File: config.mk
export PLATFORM = sky130hd
export DESIGN_NAME = hat_ctrl
export DESIGN_NICKNAME = d
export VERILOG_FILES = /design/src/rtl/hat_pkg.sv /design/src/rtl/hat_ctrl.sv
export SDC_FILE = /design/constraint.sdc
export NUM_CORES = 1
export LEC_CHECK = 0
export BUFFER_PORTS_ARGS = -buffer_cell sky130_fd_sc_hd__clkbuf_2
export CAP_MARGIN = 10
export CORE_AREA = 4 4 41 43
export DETAILED_ROUTE_END_ITERATION = 16
export DIE_AREA = 0 0 45 47
export PLACE_DENSITY = 0.33
export SLEW_MARGIN = 20
export SYNTH_ARGS = -nofsm -noshare
export SYNTH_HDL_FRONTEND = slang
export SYNTH_SLANG_ARGS = --single-unit
File: constraint.sdc
create_clock -name clock -period 0.95 [get_ports clock]
set_input_delay 0.0475 -clock clock [delete_from_list [all_inputs] [get_ports clock]]
set_output_delay 0.0475 -clock clock [all_outputs]
set_load 0.02 [all_outputs]
File: src/rtl/hat_pkg.sv
// Shared types and constants for the handshake association table.
// Used by the controller, datapath, top level and checker.
package hat_pkg;

   localparam int unsigned SlotsDefault = 8;
   localparam logic [31:0] TimeoutReset = 32'd30000;

   // Opcodes.
   localparam logic [2:0] OpInit   = 3'd0;
   localparam logic [2:0] OpEcho   = 3'd1;
   localparam logic [2:0] OpRecord = 3'd2;
   localparam logic [2:0] OpSend   = 3'd3;
   localparam logic [2:0] OpRegKey = 3'd4;
   localparam logic [2:0] OpPrefer = 3'd5;
   localparam logic [2:0] OpClear  = 3'd6;
   localparam logic [2:0] OpNone   = 3'd7;

   // Result status codes.
   localparam logic [2:0] StOk     = 3'd0;
   localparam logic [2:0] StNoSlot = 3'd1;
   localparam logic [2:0] StNoAssoc = 3'd2;
   localparam logic [2:0] StCheck  = 3'd3;
   localparam logic [2:0] StReject = 3'd4;

   // Slot stages.
   localparam logic [1:0] StageAbsent = 2'd0;
   localparam logic [1:0] StageWait   = 2'd1;
   localparam logic [1:0] StageEst    = 2'd2;

   typedef struct packed {
      logic [2:0]  opcode;
      logic [31:0] peer_address;
      logic [15:0] peer_port;
      logic [63:0] assoc_id;
      logic [15:0] remote_tag;
      logic [15:0] new_tag;
      logic [63:0] now_ms;
      logic        check_ok;
      logic        sent_ok;
   } req_type;

   typedef struct packed {
      logic [2:0]  status;
      logic [2:0]  slot;
      logic [15:0] requester_tag;
      logic [15:0] responder_tag;
      logic [31:0] send_sequence;
      logic        registered_key;
      logic        last;
   } rsp_type;

   // Controller to datapath commands.
   typedef struct packed {
      logic load;    // capture the request and reset scan state
      logic scan;    // evaluate one slot and preference entry
      logic commit;  // apply the update and build the result
   } cmd_type;

   // Datapath to controller status.
   typedef struct packed {
      logic scan_last;  // the entry being scanned is the last one
   } sts_type;

endpackage

File: src/rtl/hat_ctrl.sv
// Controller for the handshake association table: sequences load, scan and commit.
// Depends on hat_pkg.
module hat_ctrl (
   input  logic              clock,
   input  logic              reset,
   input  logic              req_valid,
   output logic              req_stall,
   output logic              rsp_valid,
   input  logic              rsp_stall,
   input  hat_pkg::sts_type  sts,
   output hat_pkg::cmd_type  cmd
);

   typedef enum logic [2:0] {
      IDLE   = 3'b001,
      SCAN   = 3'b010,
      COMMIT = 3'b100
   } state_type;

   state_type state_ff, state_in;
   logic      rsp_valid_ff, rsp_valid_in;

   // Input is taken only in idle; a waiting result holds the commit instead.
   assign req_stall = (state_ff != IDLE);
   assign rsp_valid = rsp_valid_ff;

   // Next state and commands.
   always_comb begin
      state_in     = state_ff;
      rsp_valid_in = rsp_valid_ff && rsp_stall;
      cmd          = '0;
      case (state_ff)
         IDLE: begin
            if (req_valid && !req_stall) begin
               cmd.load = 1'b1;
               state_in = SCAN;
            end
         end
         SCAN: begin
            cmd.scan = 1'b1;
            if (sts.scan_last) begin
               state_in = COMMIT;
            end
         end
         COMMIT: begin
            // The result register must be empty or leaving before it is reloaded.
            if (!rsp_valid_ff || !rsp_stall) begin
               cmd.commit   = 1'b1;
               rsp_valid_in = 1'b1;
               state_in     = IDLE;
            end
         end
         default: begin
            state_in = IDLE;
         end
      endcase
   end

   always_ff @(posedge clock) begin
      if (reset) begin
         state_ff     <= IDLE;
         rsp_valid_ff <= 1'b0;
      end else begin
         state_ff     <= state_in;
         rsp_valid_ff <= rsp_valid_in;
      end
   end

endmodule

==> impl_results.md, run 1 <==
* DR iter-0 viols at 0
* ANT cells at 0
* Fin. max-slew vios at 0
* Area of the core at 0.00130 mm^2
* CTS Buf Count at 3
* Failing checks: setup timing
* Post-synthesis cell area at 194 um^2
* Clock latency on the worst-skew pair at 0.23 ns
* Final hold vios at 0
* Hold_ws at 0.0453 ns
* Vias at 226
* WL/cell at 12.0 um
* Worst slew pin tran at 0.195 ns
* Slowest-stage cell, CP: or3b_4
* Initial antenna violation count at 0
* Crit path cell chain: or3b_4 > a21oi_2 > clkbuf_8
* Routed WL at 634 um
* Maxcap violations at 0
* Power Density at 1200 mW/mm^2
* Site Rows at 13
* Vias in the first global route at 238
* Final period util at 1.33
* Design area at 425 um^2
* Fmax at 793 MHz
* Largest net degree at the start of global routing at 6
* Post-CTS Hold Buffers at 0
* Grt ovf at 0
* Most area-consuming cells after synthesis: dfxtp_1 41%, a211oi_1 7.7%, nor3b_2 6.5%
* Leakage at 0.172 nW
* Global Route Usage Sum at 0.0719
* Top cell type's share of synthesized area at 0.413
* Placed instance area at 319 um^2
* Most common cell after layout, fill and taps aside: clkbuf_2
* Synthesized flop and latch total at 4
* Nets at 45
* Arrival @ worst endpoint at 1.21 ns
* Ys Warns at 0
* CP Capture Type: output pin
* # placed instances at 48
* Die Footprint at 0.00212 mm^2
* Register area share after synthesis at 0.413
* TritonCTS Sinks at 4
* Fin crit period at 1.26 ns
* RSZ-0062 raised after global routing: yes
* Routability cong. at 0.696
* Syn Area/Cell at 9.24 um^2
* TritonCTS clock tree: yes
* Buffers added on ports at 9
* Post-synthesis net count at 26
* Vias per cell at 4.26
* Peak VDD IR at 0.398 mV
* Max-slew headroom at 0.870
* Critical path startpoint category: flop
* Mapped Cells at 21
* Most frequent cells in the layout: 5 x clkbuf_2, 3 x clkbuf_4, 3 x clkbuf_8, 3 x buf_6, 3 x dfxtp_2
* Worst Path Required at 0.90 ns
* Root Buffer: clkbuf_4
* Final worst setup slack at -0.312 ns
* Critical Path Max Stage Delay at 0.40 ns
* Worst-path clk slew at 0.03 ns
* Outcome: finished with violations
* Syn-to-layout area delta at 119%
* Post-layout power at 0.511 mW
* Post-synth top area cell: dfxtp_1
* CP max FO at 2
* Final setup fails at 7
* Global-route wire length before repair at 1010 um
* CTS max path bufs at 2
* 1st-pass router iterations at 1
* Setup CP Type: flop to output pin
* Distinct cells, synth at 15
* HP Class: input port to flop
* Post-route insts no fill at 53
* Antenna Nets Post-Route at 0
* Worst Clk Skew at 0.000202 ns
* Die width at 45 um
* Initial Utilization at 0.149
* Post-route DRC at 0
* Height of the die at 47 um
* Dpl hpwl at 446 um
* IO Pins at 10
* H-Tree Level Count at 1
* Proportion of layout cells with a drive suffix above 1 at 0.816
metrics by stage:
stage	TNS, ns	utilization	setup slack, ns
floorplan	-0.225	-	-0.0824
global placement	-0.310	0.245	-0.107
detailed placement	-0.342	0.245	-0.116
CTS	-1.65	0.331	-0.330
global route	-1.60	0.327	-0.338
finish	-1.28	0.327	-0.312
logic make-up (layout without fill, tap and decap cells):
kind of cell           after synthesis  in the layout  synth area share
AO/OA/AOI/OAI                        6              6             0.213
buffers and inverters                1             18            0.0193
flip-flops                           4              4             0.413
AND/OR/NAND/NOR                     10             10             0.355
sequential cells by signal, summed over array words and instances, names as in the netlist:
name / count
state_ff: 3
rsp_valid: 1
Yosys cell counts (all sizes together):
| library cell | number |
|---|---|
| a211oi | 2 |
| a21oi | 2 |
| a31o | 1 |
| dfxtp | 4 |
| inv | 1 |
| nand2 | 2 |
| nand2b | 1 |
| nand3 | 1 |
| nand3b | 1 |
| nand4b | 1 |
| nor2 | 2 |
| nor3b | 1 |
| o21bai | 1 |
| or3b | 1 |
path summary, 6_finish.rpt:
path          startpoint          end  slack (ns)  cells past startpoint
max          state_ff[1]       cmd[0]       -0.31                      3
min                reset    rsp_valid        0.05                      2
max reg2reg  state_ff[1]  state_ff[0]       -0.21                      4
min reg2reg  state_ff[0]  state_ff[2]        0.55                      2
worst max-delay path: cells and delay by family, from the launching register on:
family	cells	cell delay (ns)
and+or+nand+nor	1	0.40
DFF	1	0.32
buffers and inverters	1	0.15
AOI/OAI and AO/OA	1	0.12
layer usage:
metal  global-route usage  share of wire  vias to the layer above
li1                     -              -                      114
met3               0.0115          0.035                        0
met2                0.113           0.57                        6
met4               0.0877              0                        0
met1               0.0752           0.40                      106
met5                    0              0                        -
power breakdown:
part	internal [mW]	switching [mW]
Combinational	0.0708	0.0553
Sequential	0.177	0.00614
Clock	0.141	0.0605
timing repair:
item                       CTS  global route
cloned                       0             0
pin swaps                    6             5
resized for setup           20             3
setup endpoints to repair    7             8
setup buffers                4             1
final cells by class:
class	count	area (um^2)
Clock buffer	3	22.5
Fill cell	146	876
Inverter	1	3.75
Multi-Input combinational cell	16	154
Sequential cell	4	83.8
Tap cell	15	18.8
Timing Repair Buffer	14	143
Power figures use the tool's default switching activity.
==> run 2, diff against run 1 <==
Settings changed: ABC_AREA from default to 1.
==> run 2 against run 1 <==
Effect of this change: the run still ends with setup timing left; sequential power rose by 3%; clock skew increased by 0.0012 ns; combinational power up 60%; global-route usage up 0.70 points; largest cell class is now non-clock buffers.
==> impl_results.md, run 2 <==
* HP Class: input port to flop (unchanged)
* Flop2flop setup slack at -0.09 ns (was -0.21 ns)
* Power Density at 1390 mW/mm^2 (was 1200 mW/mm^2)
* Post-route setup TNS at -0.515 ns (was -1.28 ns)
* Final period util at 1.11 (was 1.33)
* Filler Cell Count at 150 (was 146)
* Maxcap violations at 0 (unchanged)
* CP Capture Type: output pin (unchanged)
* Global Route Usage Sum at 0.0789 (was 0.0719)
* Routability cong. at 0.816 (was 0.696)
* Hold Crit Endpoint: state_ff[1] (was rsp_valid)
* Crit path cell chain: nor2_4 > nand3_2 > inv_2 > buf_8 (was or3b_4 > a21oi_2 > clkbuf_8)
* Buffers added on ports at 9 (unchanged)
* FF-to-FF Start: state_ff[2] (was state_ff[1])
* Largest net degree at the start of global routing at 5 (was 6)
* Post-CTS Hold Buffers at 0 (unchanged)
* Post-synth EDFFs at 0 (unchanged)
* RSZ-0062 raised after global routing: yes (unchanged)
* Dpl hpwl at 451 um (was 446 um)
* WL/cell at 11.0 um (was 12.0 um)
* IO Pins at 10 (unchanged)
* Grt ovf at 0 (unchanged)
* Global-route wire length before repair at 1070 um (was 1010 um)
* Post-synth top area cell: dfxtp_1 (unchanged)
* Fmax at 946 MHz (was 793 MHz)
* TritonCTS Sinks at 4 (unchanged)
* ANT cells at 0 (unchanged)
* P_sw at 0.180 mW (was 0.122 mW)
* Syn Area/Cell at 6.67 um^2 (was 9.24 um^2)
* Peak VDD IR at 0.665 mV (was 0.398 mV)
* Ys Warns at 0 (unchanged)
* Site Rows at 13 (unchanged)
* Vias per cell at 4.26 (about the same)
* Min-Delay Startpoint: reset (unchanged)
* H-Tree Level Count at 1 (unchanged)
* Min-Delay Path Depth at 2 (unchanged)
* Die Footprint at 0.00212 mm^2 (unchanged)
* Internal power at 0.421 mW (was 0.389 mW)
* Root Buffer: clkbuf_4 (unchanged)
* Post-synthesis cell area at 200 um^2 (was 194 um^2)
* Routed WL at 718 um (was 634 um)
* Sequential share of power at 0.312 (was 0.359)
* Fin crit period at 1.06 ns (was 1.26 ns)
* Initial antenna violation count at 0 (unchanged)
* Fin. max-slew vios at 0 (unchanged)
* Slowest-stage cell, CP: dfxtp_4 (was or3b_4)
* Worst Path Buf+Inv at 2 (was 1)
* Synthesized flop and latch total at 4 (unchanged)
* Die width at 45 um (unchanged)
* Worst slew pin tran at 0.135 ns (was 0.195 ns)
* Path depth of the worst reg2reg path at 5 (was 4)
* Most common cell after layout, fill and taps aside: buf_4 (was clkbuf_2)
* Delay-heaviest family, CP: flip-flops (was simple AND/OR/NAND/NOR gates)
* Fraction of registers with async set or reset after synthesis at 0 (unchanged)
* Place WS at -0.0366 ns (was -0.116 ns)
* Worst-path clk slew at 0.04 ns (was 0.03 ns)
* Distinct cells, synth at 11 (was 15)
* Final worst setup slack at -0.107 ns (was -0.312 ns)
* FF-to-FF End: state_ff[2] (was state_ff[0])
* Mapped Cells at 30 (was 21)
* Outcome: finished with violations (unchanged)
* CTS max path bufs at 2 (unchanged)
* TritonCTS clock tree: yes (unchanged)
* Syn-to-layout area delta at 116% (was 119%)
* Area of the core at 0.00130 mm^2 (unchanged)
* Prevailing post-synth register cell: dfxtp_1 (unchanged)
* DR iter-0 viols at 5 (was 0)
* CTS Buf Count at 3 (unchanged)
* Height of the die at 47 um (unchanged)
* Most instantiated library cell after synthesis: inv_1 (was dfxtp_1)
* Antenna Nets Post-Route at 0 (unchanged)
* Comb pwr share at 0.333 (was 0.247)
* Commonest cells post-synth: 5 x inv_1, 4 x dfxtp_1, 4 x nand2_1, 4 x nand3_1, 3 x nor2_1 (was 4 x dfxtp_1, 2 x a211oi_1, 2 x a21oi_1, 2 x nand2_1)
* Largest Register: state_ff (unchanged)
* Final setup fails at 7 (unchanged)
* Critical path startpoint category: flop (unchanged)
* Vias at 277 (was 226)
* Critical Path Max Stage Delay at 0.35 ns (was 0.40 ns)
* Proportion of layout cells with a drive suffix above 1 at 0.720 (was 0.816)
* Register area share after synthesis at 0.400 (was 0.413)
* Top cell type's share of synthesized area at 0.400 (was 0.413)
* Max-slew headroom at 0.910 (was 0.870)
* Switching Share at 0.300 (was 0.239)
* Setup CP Type: flop to output pin (unchanged)
* Most frequent cells in the layout: 7 x buf_4, 5 x clkbuf_2 (was 5 x clkbuf_2, 3 x clkbuf_4, 3 x clkbuf_8, 3 x buf_6, 3 x dfxtp_2)
* Worst Clk Skew at 0.00142 ns (was 0.000202 ns)
* Clock latency on the worst-skew pair at 0.24 ns (was 0.23 ns)
* Arrival @ worst endpoint at 1.01 ns (was 1.21 ns)
* Clock power share at 0.355 (was 0.394)
* Number of flip-flops in the largest register at 3 (unchanged)
* Final hold vios at 0 (unchanged)
* Nets at 57 (was 45)
* Post-route DRC at 0 (unchanged)
* Leakage at 0.209 nW (was 0.172 nW)
* Initial Utilization at 0.154 (was 0.149)
* Worst Path Required at 0.90 ns (about the same)
* Most area-consuming cells after synthesis: dfxtp_1 40%, nand3_1 10%, inv_1 9.4% (was dfxtp_1 41%, a211oi_1 7.7%, nor3b_2 6.5%)
* Post-synthesis net count at 35 (was 26)
* Vias in the first global route at 266 (was 238)
* Failing checks: setup timing (unchanged)
* 1st-pass router iterations at 4 (was 1)
* CP max FO at 3 (was 2)
-- run 2: routing by layer --
| layer | vias up | wire length (um) | part of all wire | track usage |
|---|---|---|---|---|
| met2 | 6 | 410 | 0.57 | 0.141 |
| met3 | 2 | 49 | 0.068 | 0.0690 |
| met4 | 0 | 8 | 0.011 | 0.0351 |
| met5 | - | 0 | 0 | 0 |
| li1 | 141 | - | - | - |
| met1 | 128 | 250 | 0.35 | 0.0590 |
-- run 2: how the worst max path moves through the flow --
stage	start	end	slack, ns	cells past startpoint
finish	state_ff[2]	cmd[2]	-0.11	4
global route	state_ff[2]	cmd[2]	-0.18	4
CTS	state_ff[0]	cmd[2]	-0.14	5
detailed placement	state_ff[2]	state_ff[2]	-0.04	4
global placement	state_ff[0]	state_ff[0]	-0.01	6
floorplan	state_ff[0]	state_ff[0]	0.002	6
-- run 2: cell families (layout without fill, tap and decap cells) --
kind of cell,after synthesis,count (layout),share of synthesized area
buffers and inverters,6,26,0.112
AOI/OAI and AO/OA,6,6,0.162
DFF,4,4,0.400
and+or+nand+nor,14,14,0.325
-- run 2: repair_timing --
| item | CTS | global route |
|---|---|---|
| pin swaps | 3 | 11 |
| setup buffers | 4 | 3 |
| setup endpoints to repair | 6 | 7 |
| resized for setup | 16 | 13 |
-- run 2: final cells by class --
cell class	instances	area [um^2]	share of cell area
multi-input combinational	20	136	0.315
clock buffer	3	22.5	0.0520
tap	15	18.8	0.0434
inverter	6	27.5	0.0636
sequential	4	86.3	0.199
timing repair buffer	17	141	0.327
-- run 2: power groups by stage --
stage                     Sequential [mW]  Combinational (mW)  Clock [mW]
final                               0.188               0.201       0.213
after global routing                0.189               0.218       0.253
after CTS                           0.186               0.162       0.224
after detailed placement            0.186               0.108           0
after global placement              0.186               0.108           0
after floorplan                     0.186              0.0726           0
-- run 2: stage by stage --
step / total power [mW] / area [um^2] / instances / utilization / hold slack, ns
floorplan: 0.258 / 208 / 30 / - / 0.117
global placement: 0.295 / 279 / 55 / 0.214 / 0.279
detailed placement: 0.294 / 279 / 55 / 0.214 / 0.279
CTS: 0.573 / 379 / 62 / 0.291 / 0.0233
global route: 0.659 / 433 / 65 / 0.333 / 0.00265
finish: 0.602 / 433 / 65 / 0.333 / 0.0192
==> run 3, diff against run 2 <==
Settings changed: CORE_AREA 4 4 41 43 to 3 3 40 42, DIE_AREA 0 0 45 47 to 0 0 43 45, HOLD_SLACK_MARGIN from default to 0.1.
==> run 3 against run 2 <==
Effect of this change: the run still ends with setup timing left; non-clock buffer count is the same; cell count stayed put; combinational power is 6% lower; register-to-register slack better by 0.04 ns; design area up 5.8%; first-iteration DRC count down 60%; clock power grew 6%; largest cell class is now multi-input combinational cells; via count fell by 0.72%; count of clock-buffer cells in the layout did not move; critical endpoint is now cmd[1]; worst setup slack worse by 0.010 ns; highest routed layer is now met3; core utilization increased by 2.4 points.
==> impl_results.md, run 3 (synthesis results as in run 2) <==
* Global Route Usage Sum at 0.0856 (was 0.0789)
* Most frequent cells in the layout: 5 x clkbuf_2, 5 x buf_4, 4 x nand2_2 (was 7 x buf_4, 5 x clkbuf_2)
* Final period util at 1.12 (was 1.11)
* Power Density at 1310 mW/mm^2 (was 1390 mW/mm^2)
* FF-to-FF Start: state_ff[0] (was state_ff[2])
* Critical path startpoint category: flop (unchanged)
* Largest net degree at the start of global routing at 7 (was 5)
* Dpl hpwl at 407 um (was 451 um)
* Maxcap violations at 0 (unchanged)
* CTS Buf Count at 3 (unchanged)
* Area of the core at 0.00128 mm^2 (was 0.00130 mm^2)
* Post-CTS Hold Buffers at 2 (was 0)
* Worst Path Required at 0.90 ns (about the same)
* TritonCTS Sinks at 4 (unchanged)
* Failing checks: setup timing (unchanged)
* Max-slew headroom at 0.904 (was 0.910)
* Vias in the first global route at 289 (was 266)
* Launch point of the worst path: state_ff[2] (unchanged)
* Routed WL at 705 um (was 718 um)
* Final setup fails at 6 (was 7)
* Slowest-stage cell, CP: dfxtp_4 (unchanged)
* Met2 Track Usage GR at 0.120 (was 0.141)
* Global routing's busiest layer: met2 (unchanged)
* Worst Clk Skew at 0.00138 ns (was 0.00142 ns)
* WL/cell at 10.8 um (was 11.0 um)
* Site Rows at 13 (unchanged)
* RSZ-0062 raised after global routing: yes (unchanged)
* Critical Path Max Stage Delay at 0.35 ns (about the same)
* Fin crit period at 1.07 ns (was 1.06 ns)
* Layout Utilization at 0.356 (was 0.333)
* Die width at 43 um (was 45 um)
* Design area at 458 um^2 (was 433 um^2)
* DR iter-0 viols at 2 (was 5)
* Proportion of layout cells with a drive suffix above 1 at 0.720 (unchanged)
* Final worst setup slack at -0.118 ns (was -0.107 ns)
* Post-route DRC at 0 (unchanged)
* Syn-to-layout area delta at 129% (was 116%)
* Antenna Nets Post-Route at 0 (unchanged)
* Peak VDD IR at 0.804 mV (was 0.665 mV)
* Largest Register: state_ff (unchanged)
* Leakage at 0.219 nW (was 0.209 nW)
* Fmax at 937 MHz (was 946 MHz)
* Worst slew pin tran at 0.144 ns (was 0.135 ns)
* Crit path cell chain: buf_4 > nor2_4 > buf_8 (was nor2_4 > nand3_2 > inv_2 > buf_8)
* TritonCTS clock tree: yes (unchanged)
* Vias per cell at 4.23 (was 4.26)
* Routing usage on met1 at 0.0815 (was 0.0590)
* Arrival @ worst endpoint at 1.02 ns (was 1.01 ns)
* CP Capture Type: output pin (unchanged)
* Placed instance area at 287 um^2 (was 279 um^2)
* IO Pins at 10 (unchanged)
* Setup CP Type: flop to output pin (unchanged)
* Initial antenna violation count at 0 (unchanged)
* Clock latency on the worst-skew pair at 0.24 ns (about the same)
* Fin. max-slew vios at 0 (unchanged)
* Die Footprint at 0.00194 mm^2 (was 0.00212 mm^2)
* 1st-pass router iterations at 4 (unchanged)
* CTS max path bufs at 2 (unchanged)
* Final hold vios at 0 (unchanged)
* Grt ovf at 0 (unchanged)
* Initial Utilization at 0.156 (was 0.154)
* Min-Delay Startpoint: rsp_stall (was reset)
* M3 GR Usage at 0.0797 (was 0.0690)
* Nets at 57 (unchanged)
* Worst-path clk slew at 0.04 ns (about the same)
* Root Buffer: clkbuf_4 (unchanged)
* Outcome: finished with violations (unchanged)
* H-Tree Level Count at 1 (unchanged)
* Buffers added on ports at 9 (unchanged)
* Filler Cell Count at 144 (was 150)
* ANT cells at 0 (unchanged)
* Vias at 275 (was 277)
* HP Class: input port to flop (unchanged)
* Height of the die at 45 um (was 47 um)
* Routability cong. at 0.739 (was 0.816)
* CP max FO at 3 (unchanged)
* Global-route wire length before repair at 1120 um (was 1070 um)
* Number of flip-flops in the largest register at 3 (unchanged)
==> run 3: changes by cell type in the layout (fill, tap and decap cells not counted), sizes merged <==
cell and change:
buf -2, dlygate4sd3 +2
==> run 3: where the power goes <==
part | leakage (nW) | internal (mW) | total (mW) | switching (mW)
combinational | 0.171 | 0.0897 | 0.189 | 0.0990
clock | 0.0138 | 0.142 | 0.225 | 0.0827
sequential | 0.0337 | 0.178 | 0.188 | 0.00952
==> run 3: path summary, 6_finish.rpt <==
kind	to	slack, ns	cells past startpoint
worst max register to register	state_ff[2]	-0.05	6
worst min-delay path	rsp_valid	0.08	3
worst min register to register	rsp_valid	0.49	2
worst max-delay path	cmd[1]	-0.12	3
==> run 3: final cells by class <==
| class | count | area (um^2) | area share |
|---|---|---|---|
| Inverter | 6 | 27.5 | 0.0601 |
| Multi-Input combinational cell | 20 | 156 | 0.342 |
| Clock buffer | 3 | 22.5 | 0.0492 |
| Sequential cell | 4 | 86.3 | 0.189 |
| Timing Repair Buffer | 17 | 146 | 0.320 |
| Tap cell | 15 | 18.8 | 0.0410 |
==> run 3: worst max-delay path, delay by kind of cell, from the launching register on <==
kind | cells | cell delay, ns
flops | 1 | 0.35
buf+inv | 2 | 0.27
simple gates | 1 | 0.15
==> run 3: through the flow <==
stage / TNS [ns] / hold slack, ns / std cells / worst slack [ns] / total power, mW
after CTS: -0.566 / 0.0892 / 64 / -0.147 / 0.579
after global routing: -0.732 / 0.0913 / 65 / -0.170 / 0.653
final: -0.414 / 0.0827 / 65 / -0.118 / 0.601
after global placement: 0 / 0.281 / 56 / 0.00609 / 0.295
after floorplan: 0 / 0.117 / 30 / 0.00175 / 0.258
after detailed placement: 0 / 0.280 / 56 / 0.0210 / 0.294
==> run 3: what timing repair did <==
item	4_1_cts	5_1_grt
setup endpoints to repair	4	7
resized for setup	18	15
pin swaps	6	6
buffers inserted	3	1
hold endpoints to repair	4	1
==> run 3: layer usage <==
layer / wire, um / share of wire / up-vias
met3: 68 / 0.096 / 0
li1: - / - / 141
met5: 0 / 0 / -
met4: 0 / 0 / 0
met1: 278 / 0.39 / 122
met2: 359 / 0.51 / 12
